[src/rtl/sliding_median_filter_macros.svh]
// Assertion macros for the sliding median filter.
// Needs clk_i and rst_ni in the scope where a macro is used.
`ifndef SLIDING_MEDIAN_FILTER_MACROS_SVH
`define SLIDING_MEDIAN_FILTER_MACROS_SVH

// Same-cycle implication, checked out of reset
`define SMF_ASSERT_NOW(label, ante, cons) \
  label: assert property (@(posedge clk_i) disable iff (!rst_ni) (ante) |-> (cons)) \
    else $error("smf: same-cycle check failed");

// Next-cycle implication, checked out of reset
`define SMF_ASSERT_NEXT(label, ante, cons) \
  label: assert property (@(posedge clk_i) disable iff (!rst_ni) (ante) |=> (cons)) \
    else $error("smf: next-cycle check failed");

`endif

[src/rtl/smf_pkg.sv]
// Shared constants and types for the sliding median filter.
// No dependencies; the modules, interfaces and testbench refer to it by scoped names.
package smf_pkg;

  localparam int WINDOW      = 11;
  localparam int SAMPLE_BITS = 16;
  localparam int HALF        = (WINDOW - 1) / 2;
  localparam int FILL_MAX    = WINDOW + HALF;
  localparam int RANK_W      = 4;
  localparam int RANK_RESET  = HALF;

  // fill counter, window position and rank count widths
  localparam int CNT_W  = $clog2(FILL_MAX + 1);
  localparam int POS_W  = $clog2(WINDOW);
  localparam int RCNT_W = $clog2(WINDOW + 1);
  localparam int CMP_W  = (RANK_W > RCNT_W) ? RANK_W : RCNT_W;

  typedef logic signed [SAMPLE_BITS-1:0] sample_t;
  typedef sample_t [WINDOW-1:0] window_t;

  // Work left over for the output side after one transaction
  typedef struct packed {
    logic             main;   // one centred result still to go
    logic             filt;   // that result is the ranked value
    logic             flush;  // tail of the trace still to go
    logic [POS_W-1:0] pos;    // next window entry of the tail
  } job_t;

endpackage

[src/rtl/smf_if.sv]
// Valid/ready channel interfaces for the sliding median filter.
// Depends on smf_pkg for the sample type.
interface smf_in_if;
  logic            valid;
  logic            ready;
  smf_pkg::sample_t sample;
  logic            last;

  modport source (output valid, output sample, output last, input ready);
  modport sink (input valid, input sample, input last, output ready);
endinterface

interface smf_out_if;
  logic            valid;
  logic            ready;
  smf_pkg::sample_t out_sample;
  logic            out_last;

  modport source (output valid, output out_sample, output out_last, input ready);
  modport sink (input valid, input out_sample, input out_last, output ready);
endinterface

[src/rtl/smf_window.sv]
// Sample window shift register and trace fill counter.
// Depends on smf_pkg; builds the job descriptor for each accepted sample.
module smf_window (
  input  logic              clk_i,
  input  logic              rst_ni,
  input  logic              accept_i,
  input  smf_pkg::sample_t  sample_i,
  input  logic              last_i,
  output smf_pkg::window_t  window_o,
  output smf_pkg::job_t     job_o
);

  smf_pkg::window_t               window_q, window_d;
  logic [smf_pkg::CNT_W-1:0]      fill_q, fill_d;

  // Shift in the new sample, entry 0 the oldest
  always_comb begin
    for (int k = 0; k < smf_pkg::WINDOW - 1; k++) begin
      window_d[k] = window_q[k + 1];
    end
    window_d[smf_pkg::WINDOW-1] = sample_i;
  end

  always_ff @(posedge clk_i) begin
    if (accept_i) begin
      window_q <= window_d;
    end
  end

  // Fill count saturates, and restarts after the last sample of a trace
  always_comb begin
    fill_d = fill_q;
    if (accept_i) begin
      if (last_i) begin
        fill_d = '0;
      end else if (fill_q < smf_pkg::CNT_W'(smf_pkg::FILL_MAX)) begin
        fill_d = fill_q + smf_pkg::CNT_W'(1);
      end
    end
  end

  always_ff @(posedge clk_i or negedge rst_ni) begin
    if (!rst_ni) begin
      fill_q <= '0;
    end else begin
      fill_q <= fill_d;
    end
  end

  // Job for this sample, judged by its index within the trace
  always_comb begin
    job_o.main  = fill_q >= smf_pkg::CNT_W'(smf_pkg::HALF);
    job_o.filt  = fill_q >= smf_pkg::CNT_W'(smf_pkg::FILL_MAX);
    job_o.flush = last_i;
    // tail starts at WINDOW - min(index + 1, HALF)
    if (fill_q < smf_pkg::CNT_W'(smf_pkg::HALF)) begin
      job_o.pos = smf_pkg::POS_W'(smf_pkg::WINDOW - 1) - smf_pkg::POS_W'(fill_q);
    end else begin
      job_o.pos = smf_pkg::POS_W'(smf_pkg::WINDOW - smf_pkg::HALF);
    end
  end

  assign window_o = window_q;

endmodule

[src/rtl/smf_rank.sv]
// Rank selection over the sample window by parallel rank counting.
// Depends on smf_pkg; purely combinational.
module smf_rank (
  input  smf_pkg::window_t             window_i,
  input  logic [smf_pkg::RANK_W-1:0]   rank_i,
  output smf_pkg::sample_t             value_o
);

  logic [smf_pkg::CMP_W-1:0] rank_c;
  smf_pkg::sample_t          masked [smf_pkg::WINDOW];

  // Out-of-range ranks pick the largest entry
  always_comb begin
    if (smf_pkg::CMP_W'(rank_i) >= smf_pkg::CMP_W'(smf_pkg::WINDOW)) begin
      rank_c = smf_pkg::CMP_W'(smf_pkg::WINDOW - 1);
    end else begin
      rank_c = smf_pkg::CMP_W'(rank_i);
    end
  end

  // Each entry counts how many lie below it and up to it
  for (genvar k = 0; k < smf_pkg::WINDOW; k++) begin : g_cand
    logic [smf_pkg::WINDOW-1:0]  lt;
    logic [smf_pkg::WINDOW-1:0]  le;
    logic [smf_pkg::RCNT_W-1:0]  below;
    logic [smf_pkg::RCNT_W-1:0]  upto;
    logic                        hit;

    for (genvar m = 0; m < smf_pkg::WINDOW; m++) begin : g_cmp
      assign lt[m] = $signed(window_i[m]) <  $signed(window_i[k]);
      assign le[m] = $signed(window_i[m]) <= $signed(window_i[k]);
    end

    assign below = smf_pkg::RCNT_W'($countones(lt));
    assign upto  = smf_pkg::RCNT_W'($countones(le));
    assign hit   = (smf_pkg::CMP_W'(below) <= rank_c) && (rank_c < smf_pkg::CMP_W'(upto));
    assign masked[k] = hit ? window_i[k] : '0;
  end

  // All hits carry the same value, so an OR merges them
  always_comb begin
    value_o = '0;
    for (int k = 0; k < smf_pkg::WINDOW; k++) begin
      value_o = value_o | masked[k];
    end
  end

endmodule

[src/rtl/smf_emit.sv]
// Job register and output register; sequences the results of a transaction.
// Depends on smf_pkg, smf_if and the assertion macros.
`include "sliding_median_filter_macros.svh"

module smf_emit (
  input  logic              clk_i,
  input  logic              rst_ni,
  input  logic              accept_i,
  input  smf_pkg::job_t     job_i,
  input  smf_pkg::window_t  window_i,
  input  smf_pkg::sample_t  ranked_i,
  output logic              in_ready_o,
  smf_out_if.source         out_o
);

  logic             job_valid_q, job_valid_d;
  smf_pkg::job_t    job_q, job_d;
  logic             out_valid_q, out_valid_d;
  smf_pkg::sample_t out_sample_q;
  logic             out_last_q;

  smf_pkg::sample_t beat_sample;
  logic             beat_last;
  logic             beat_end;
  logic             load;

  // Current beat: centred result first, then the tail of the trace
  always_comb begin
    if (job_q.main) begin
      beat_sample = job_q.filt ? ranked_i : window_i[smf_pkg::WINDOW-1-smf_pkg::HALF];
      beat_last   = 1'b0;
      beat_end    = !job_q.flush;
    end else begin
      beat_sample = window_i[job_q.pos];
      beat_last   = job_q.pos == smf_pkg::POS_W'(smf_pkg::WINDOW - 1);
      beat_end    = beat_last;
    end
  end

  assign load       = job_valid_q && (!out_valid_q || out_o.ready);
  assign in_ready_o = !job_valid_q || (load && beat_end);

  // Job advance
  always_comb begin
    job_valid_d = job_valid_q;
    job_d       = job_q;
    if (accept_i) begin
      job_valid_d = job_i.main || job_i.flush;
      job_d       = job_i;
    end else if (load) begin
      if (beat_end) begin
        job_valid_d = 1'b0;
      end else if (job_q.main) begin
        job_d.main = 1'b0;
      end else begin
        job_d.pos = job_q.pos + smf_pkg::POS_W'(1);
      end
    end
  end

  // Output register valid
  always_comb begin
    out_valid_d = out_valid_q;
    if (load) begin
      out_valid_d = 1'b1;
    end else if (out_o.ready) begin
      out_valid_d = 1'b0;
    end
  end

  always_ff @(posedge clk_i or negedge rst_ni) begin
    if (!rst_ni) begin
      job_valid_q <= 1'b0;
      out_valid_q <= 1'b0;
    end else begin
      job_valid_q <= job_valid_d;
      out_valid_q <= out_valid_d;
    end
  end

  // Payload registers
  always_ff @(posedge clk_i) begin
    job_q <= job_d;
    if (load) begin
      out_sample_q <= beat_sample;
      out_last_q   <= beat_last;
    end
  end

  assign out_o.valid      = out_valid_q;
  assign out_o.out_sample = out_sample_q;
  assign out_o.out_last   = out_last_q;

  // A job without its centred result must be working through a tail
  `SMF_ASSERT_NOW(a_tail_only, job_valid_q && !job_q.main, job_q.flush)
  // Tail position stays inside the newest HALF entries
  `SMF_ASSERT_NOW(a_tail_pos, job_valid_q && !job_q.main,
                  job_q.pos >= smf_pkg::POS_W'(smf_pkg::WINDOW - smf_pkg::HALF))
  // An unfinished job is still there after a beat leaves
  `SMF_ASSERT_NEXT(a_job_holds, load && !beat_end && !accept_i, job_valid_q)

endmodule

[src/rtl/sliding_median_filter.sv]
// Top level of the sliding median filter: channels, rank register, wiring.
// Depends on smf_pkg, smf_if, smf_window, smf_rank and smf_emit.
//
// Usage:
//   in_i carries one signed sample per transaction plus a last flag that
//   closes a trace. out_o carries filtered samples, each five samples
//   behind its input, and out_last on the final result of a trace.
//   cfg_we_i / cfg_wdata_i write the rank register (0 = smallest, reset
//   value 5 = true median; values of 11 and above pick the largest).
//   Write it only while the block is idle.
// Timing:
//   A sample is accepted every cycle unless stalled. Its result goes via
//   the job register to the output register. A last sample releases up
//   to six results, one per cycle while the receiver is ready; the input
//   stalls until the last is loaded. The rank is found by counting, for
//   all 11 window entries at once, the entries below and up to each one.
// Reset and stalls:
//   Reset clears the fill count, the pending job and the output valid.
//   When the receiver holds off, the output register keeps its result,
//   one further job waits in the job register, then the input stalls.
module sliding_median_filter (
  input  logic                       clk_i,
  input  logic                       rst_ni,
  input  logic                       cfg_we_i,
  input  logic [smf_pkg::RANK_W-1:0] cfg_wdata_i,
  smf_in_if.sink                     in_i,
  smf_out_if.source                  out_o
);

  logic [smf_pkg::RANK_W-1:0] rank_q;
  logic                       accept;
  logic                       in_ready;
  smf_pkg::window_t           window;
  smf_pkg::job_t              job;
  smf_pkg::sample_t           ranked;

  // Rank register
  always_ff @(posedge clk_i or negedge rst_ni) begin
    if (!rst_ni) begin
      rank_q <= smf_pkg::RANK_W'(smf_pkg::RANK_RESET);
    end else if (cfg_we_i) begin
      rank_q <= cfg_wdata_i;
    end
  end

  assign in_i.ready = in_ready;
  assign accept     = in_i.valid && in_ready;

  smf_window u_window (
    .clk_i    (clk_i),
    .rst_ni   (rst_ni),
    .accept_i (accept),
    .sample_i (in_i.sample),
    .last_i   (in_i.last),
    .window_o (window),
    .job_o    (job)
  );

  smf_rank u_rank (
    .window_i (window),
    .rank_i   (rank_q),
    .value_o  (ranked)
  );

  smf_emit u_emit (
    .clk_i      (clk_i),
    .rst_ni     (rst_ni),
    .accept_i   (accept),
    .job_i      (job),
    .window_i   (window),
    .ranked_i   (ranked),
    .in_ready_o (in_ready),
    .out_o      (out_o)
  );

endmodule

[src/flat_wrapper.sv]
// flat-port wrapper written by rule: the top's interface ports become plain ports
module sliding_median_filter_flat 
  (clk_i, rst_ni, cfg_we_i, cfg_wdata_i, in_i_valid, in_i_sample, in_i_last, in_i_ready, out_o_valid, out_o_out_sample, out_o_out_last, out_o_ready);
  smf_in_if in_i_i ();
  smf_out_if out_o_i ();
  input  logic clk_i;
  input  logic rst_ni;
  input  logic cfg_we_i;
  input  logic [smf_pkg::RANK_W-1:0] cfg_wdata_i;
  input wire logic [$bits(in_i_i.valid)-1:0] in_i_valid;
  input wire logic [$bits(in_i_i.sample)-1:0] in_i_sample;
  input wire logic [$bits(in_i_i.last)-1:0] in_i_last;
  output wire logic [$bits(in_i_i.ready)-1:0] in_i_ready;
  output wire logic [$bits(out_o_i.valid)-1:0] out_o_valid;
  output wire logic [$bits(out_o_i.out_sample)-1:0] out_o_out_sample;
  output wire logic [$bits(out_o_i.out_last)-1:0] out_o_out_last;
  input wire logic [$bits(out_o_i.ready)-1:0] out_o_ready;
  assign in_i_i.valid = in_i_valid;
  assign in_i_i.sample = in_i_sample;
  assign in_i_i.last = in_i_last;
  assign in_i_ready = in_i_i.ready;
  assign out_o_valid = out_o_i.valid;
  assign out_o_out_sample = out_o_i.out_sample;
  assign out_o_out_last = out_o_i.out_last;
  assign out_o_i.ready = out_o_ready;
  sliding_median_filter u_core (.clk_i(clk_i), .rst_ni(rst_ni), .cfg_we_i(cfg_we_i), .cfg_wdata_i(cfg_wdata_i), .in_i(in_i_i), .out_o(out_o_i));
endmodule
[config.mk]
export PLATFORM = sky130hd
export DESIGN_NAME = sliding_median_filter_flat
export DESIGN_NICKNAME = d
export VERILOG_FILES = /design/src/rtl/smf_pkg.sv /design/src/rtl/smf_if.sv /design/src/rtl/smf_window.sv /design/src/rtl/smf_rank.sv /design/src/rtl/smf_emit.sv /design/src/rtl/sliding_median_filter.sv /design/src/flat_wrapper.sv
export VERILOG_INCLUDE_DIRS = /design/src /design/src/rtl
export SDC_FILE = /design/constraint.sdc
export NUM_CORES = 2
export LEC_CHECK = 0
export BUFFER_PORTS_ARGS = -buffer_cell sky130_fd_sc_hd__buf_4
export CAP_MARGIN = 20
export CORE_ASPECT_RATIO = 0.9
export CORE_UTILIZATION = 53
export CTS_BUF_LIST = sky130_fd_sc_hd__clkbuf_8
export DETAILED_ROUTE_END_ITERATION = 16
export PLACE_DENSITY = 0.69
export SLEW_MARGIN = 20
export SYNTH_ARGS = -nofsm -noshare
export SYNTH_HDL_FRONTEND = slang
export SYNTH_HIERARCHICAL = 1
export SYNTH_SLANG_ARGS = --single-unit
[constraint.sdc]
create_clock -name clk_i -period 8.5 [get_ports clk_i]
set_input_delay 0.425 -clock clk_i [delete_from_list [all_inputs] [get_ports clk_i]]
set_output_delay 0.425 -clock clk_i [all_outputs]
set_load 0.1 [all_outputs]
==> flow_summary_export.csv <==
group,metric,value,unit
timing,finalSetupViolations,0,
worst_hold_path,whs_path_depth,2,
synthesis,synth_area,36400,um2
global_route,track_usage,46.9,%
setup_path,start_kind,"register",
drt,first_pass_iters,10,
floorplanning,die_w,278,um
synthesis,yosys_register_bits,211,
timing,fin_tns_setup,0,ns
clocking,cts_root_buf,"clkbuf_8",
synthesis,synth-edff-count,200,
placement,gp_congestion,1.11,
clocking,cts_made_buffers,44,
finish,multi_input_area,28400,um2
synthesis,yosysWarnings,6,
clocking,clock_latency,0.69,ns
floorplanning,pin_count,45,
global_route,grt_pass1_vias,33741,
timing,finalCriticalPeriod,8.05,ns
synthesis,synth_area_per_cell,9.34,um2
clocking,cts_max_level,2,
clocking,max-clock-path-buffers,3,
setup_path,ff2ff_path_depth,29,
drt,avgViaCountPerCell,6.92,
floorplanning,initial_core_util,53.9,%
floorplanning,core_region_area,67500,um2
clocking,ctsResizeCount,0,
floorplanning,die_y,251,um
finish,drive_above_1_share,9.15,%
setup_path,rr_endpoint,"u_core/u_emit/out_o.out_sample[13]",
drt,vias,35106,
setup_path,r2r-start,"u_core/u_window/window_o[121]",
timing,finalClockSkew,0.0567,ns
worst_hold_path,holdCritPathClass,"input port to register",
setup_path,cpMostUsedCell,"fa_1",
placement,pre_cts_ws,0.556,ns
setup_path,cpPeakStageDelay,0.64,ns
clocking,clk_pin_slew,0.07,ns
run,cap_violations,0,
drt,post-route-drc-count,0,
synthesis,syn_inst,3892,
timing,setup_slack,0.448,ns
timing,hold_violations,0,
timing,worst_slew_pin_slew,1.31,ns
timing,relSlewSlack,12.8,%
setup_path,reg2reg_slack,0.45,ns
timing,finalCritPeriodShare,94.7,%
setup_path,end_kind,"register",
synthesis,seq_area_frac_synth,17.3,%
worst_hold_path,holdPathEnd,"u_core/u_window/fill_q[2]",
worst_hold_path,hp-start,"in_i_last",
clocking,cts_tree,"yes",
clocking,cts.sinks,211,
setup_path,arrival,8.50,ns
setup_path,startpoint,"u_core/u_window/window_o[121]",
drt,postRouteAntennaNets,0,
drt,avgRoutedWirePerCell,32.6,um
outcome,run_status,"finished clean",
global_route,grt_pass1_wl,232,mm
global_route,overflow,0,
finish,nFillCells,6044,
finish,area_growth_syn_to_layout,10.7,%
global_route,grt_start_max_net_pins,78,
drt,postRouteWirelength,166,mm
timing,fmax,124,MHz
setup_path,cp_max_fo,16,
finish,regArea,6280,um2
setup_path,critPathKind,"register to register",
timing,finalMaxSlewViolations,0,
placement,dp_hpwl,134,mm
synthesis,syn-num-nets,5055,
synthesis,async_flop_share,5.21,%
finish,nets,5328,
global_route,antenna_found_initial,3,
placement,port_buffers,44,
floorplanning,rows,90,
timing,rsz0062_at_grt,"no",
synthesis,ys.flop_type,"edfxtp_1",
floorplanning,dieArea,69700,um2
synthesis,synth_cell_types,84,
setup_path,worstPathRequired,8.95,ns
drt,drt_iter0_drc,4652,
setup_path,crit_slowest_cell,"edfxtp_1",
[cells in the mapped netlist (14+ instances only)]
library cell  count  share of area, %
ha_1           1005                35
inv_1           378               3.9
a21oi_1         281               3.9
nand2_1         217               2.2
edfxtp_1        200                17
nor2_1          176               1.8
o21ai_0         165               2.3
nand4_1         147               2.5
fa_1            132               7.3
nor2b_1         104               1.8
a21o_1           93               1.9
mux2i_1          92               2.5
nand3_1          84               1.2
o211ai_1         59               1.2
o21a_1           59               1.2
a22oi_1          50               1.0
nand2b_1         49              0.84
nor3_1           41              0.56
o22ai_1          38              0.65
a211oi_1         33              0.68
or3_1            32              0.55
a31oi_1          31              0.53
and2_1           28              0.48
and4_1           26              0.63
mux2_2           25              0.77
nor4_1           25              0.43
a221oi_1         23              0.55
xor2_1           22              0.53
a22o_1           21              0.51
a2111oi_0        20              0.48
clkbuf_1         17              0.18
o22a_1           16              0.39
buf_2            14              0.19
[stage by stage]
step | utilization (%) | instances | area (um2) | hold WS, ns
global placement | 58.0 | 4972 | 39100 | 0.326
CTS | 59.7 | 5071 | 40300 | 0.00293
floorplan | - | 3892 | 36400 | 0.129
finish | 59.7 | 5074 | 40300 | 0.0173
global route | 59.7 | 5072 | 40300 | 0.0309
detailed placement | 58.0 | 4972 | 39100 | 0.325
[worst max path at each step]
stage	endpoint	slack, ns	cells past startpoint
2_1_floorplan	u_core/u_emit/out_o.out_sample[13]	1.69	29
3_3_place_gp	u_core/u_emit/out_o.out_sample[13]	0.63	29
3_5_place_dp	u_core/u_emit/out_o.out_sample[13]	0.56	29
4_1_cts	u_core/u_emit/out_o.out_sample[13]	0.55	29
5_1_grt	u_core/u_emit/out_o.out_sample[13]	0.18	29
6_report	u_core/u_emit/out_o.out_sample[13]	0.45	29
[layout make-up]
cell class              instances  share of cell area (%)
repair buffers                276                    5.40
clock buffers                  48                    1.64
diodes                          3                  0.0186
well taps                     874                    2.72
inverters                     378                    3.52
clock inverters                30                   0.612
multi-input cells            3254                    70.5
flip-flops and latches        211                    15.6
[cell usage in the layout (no fill, tap or decap), drive strengths merged, types with 50 or more instances in the layout]
cell type / count
a21oi: 281
nand4: 147
o21ai: 168
ha: 1005
nor2b: 104
mux2i: 92
a21o: 93
o21a: 59
nand2: 217
a22oi: 51
nand3: 84
o211ai: 60
nor2: 176
inv: 387
buf: 255
fa: 132
edfxtp: 200
nand2b: 50
[state kept, by name (all words and copies together) (netlist names)]
signal                          cells
u_core/u_window/window_o          176
u_core/u_emit/out_o.out_sample     16
u_core/u_emit/job_q                 7
u_core/u_window/fill_q              5
u_core/rank_q                       4
u_core/u_emit/job_valid_q           1
u_core/u_emit/out_o.out_last        1
u_core/u_emit/out_o.valid           1
[critical path, delay by kind of cell, from the launching register on]
kind / cells / cell delay (ns)
adder cells (fa/ha/maj): 7 / 3.07
AO/OA/AOI/OAI: 9 / 1.64
AND/OR/NAND/NOR: 7 / 1.44
buffers and inverters: 5 / 0.74
flip-flops: 1 / 0.64
multiplexers: 1 / 0.27
[cell families after synthesis]
logic type	count (synthesis)	share of synthesized area [%]
AOI/OAI and AO/OA	983	17.9
xor gates and xnor gates	26	0.626
adders and majority gates	1137	41.8
buffers and inverters	427	4.72
DFF	211	17.3
muxes	117	3.31
and+or+nand+nor	991	14.3
[per-layer routing]
layer  GRT usage (%)  routed length [um]  share of wire, %
met5               0                   0                 0
met4            35.4               15500               9.4
met3            13.8               20900                13
met2            67.0               65500                40
met1            59.4               63800                38
[repair_timing]
item | CTS | global route
hold endpoints to repair | 31 | 0
buffers inserted | 0 | 0
hold buffers | 21 | 0
Power is left out: the tool's default activity adds up to more than one toggle a clock period on the data nets, which glitch-free logic cannot reach.
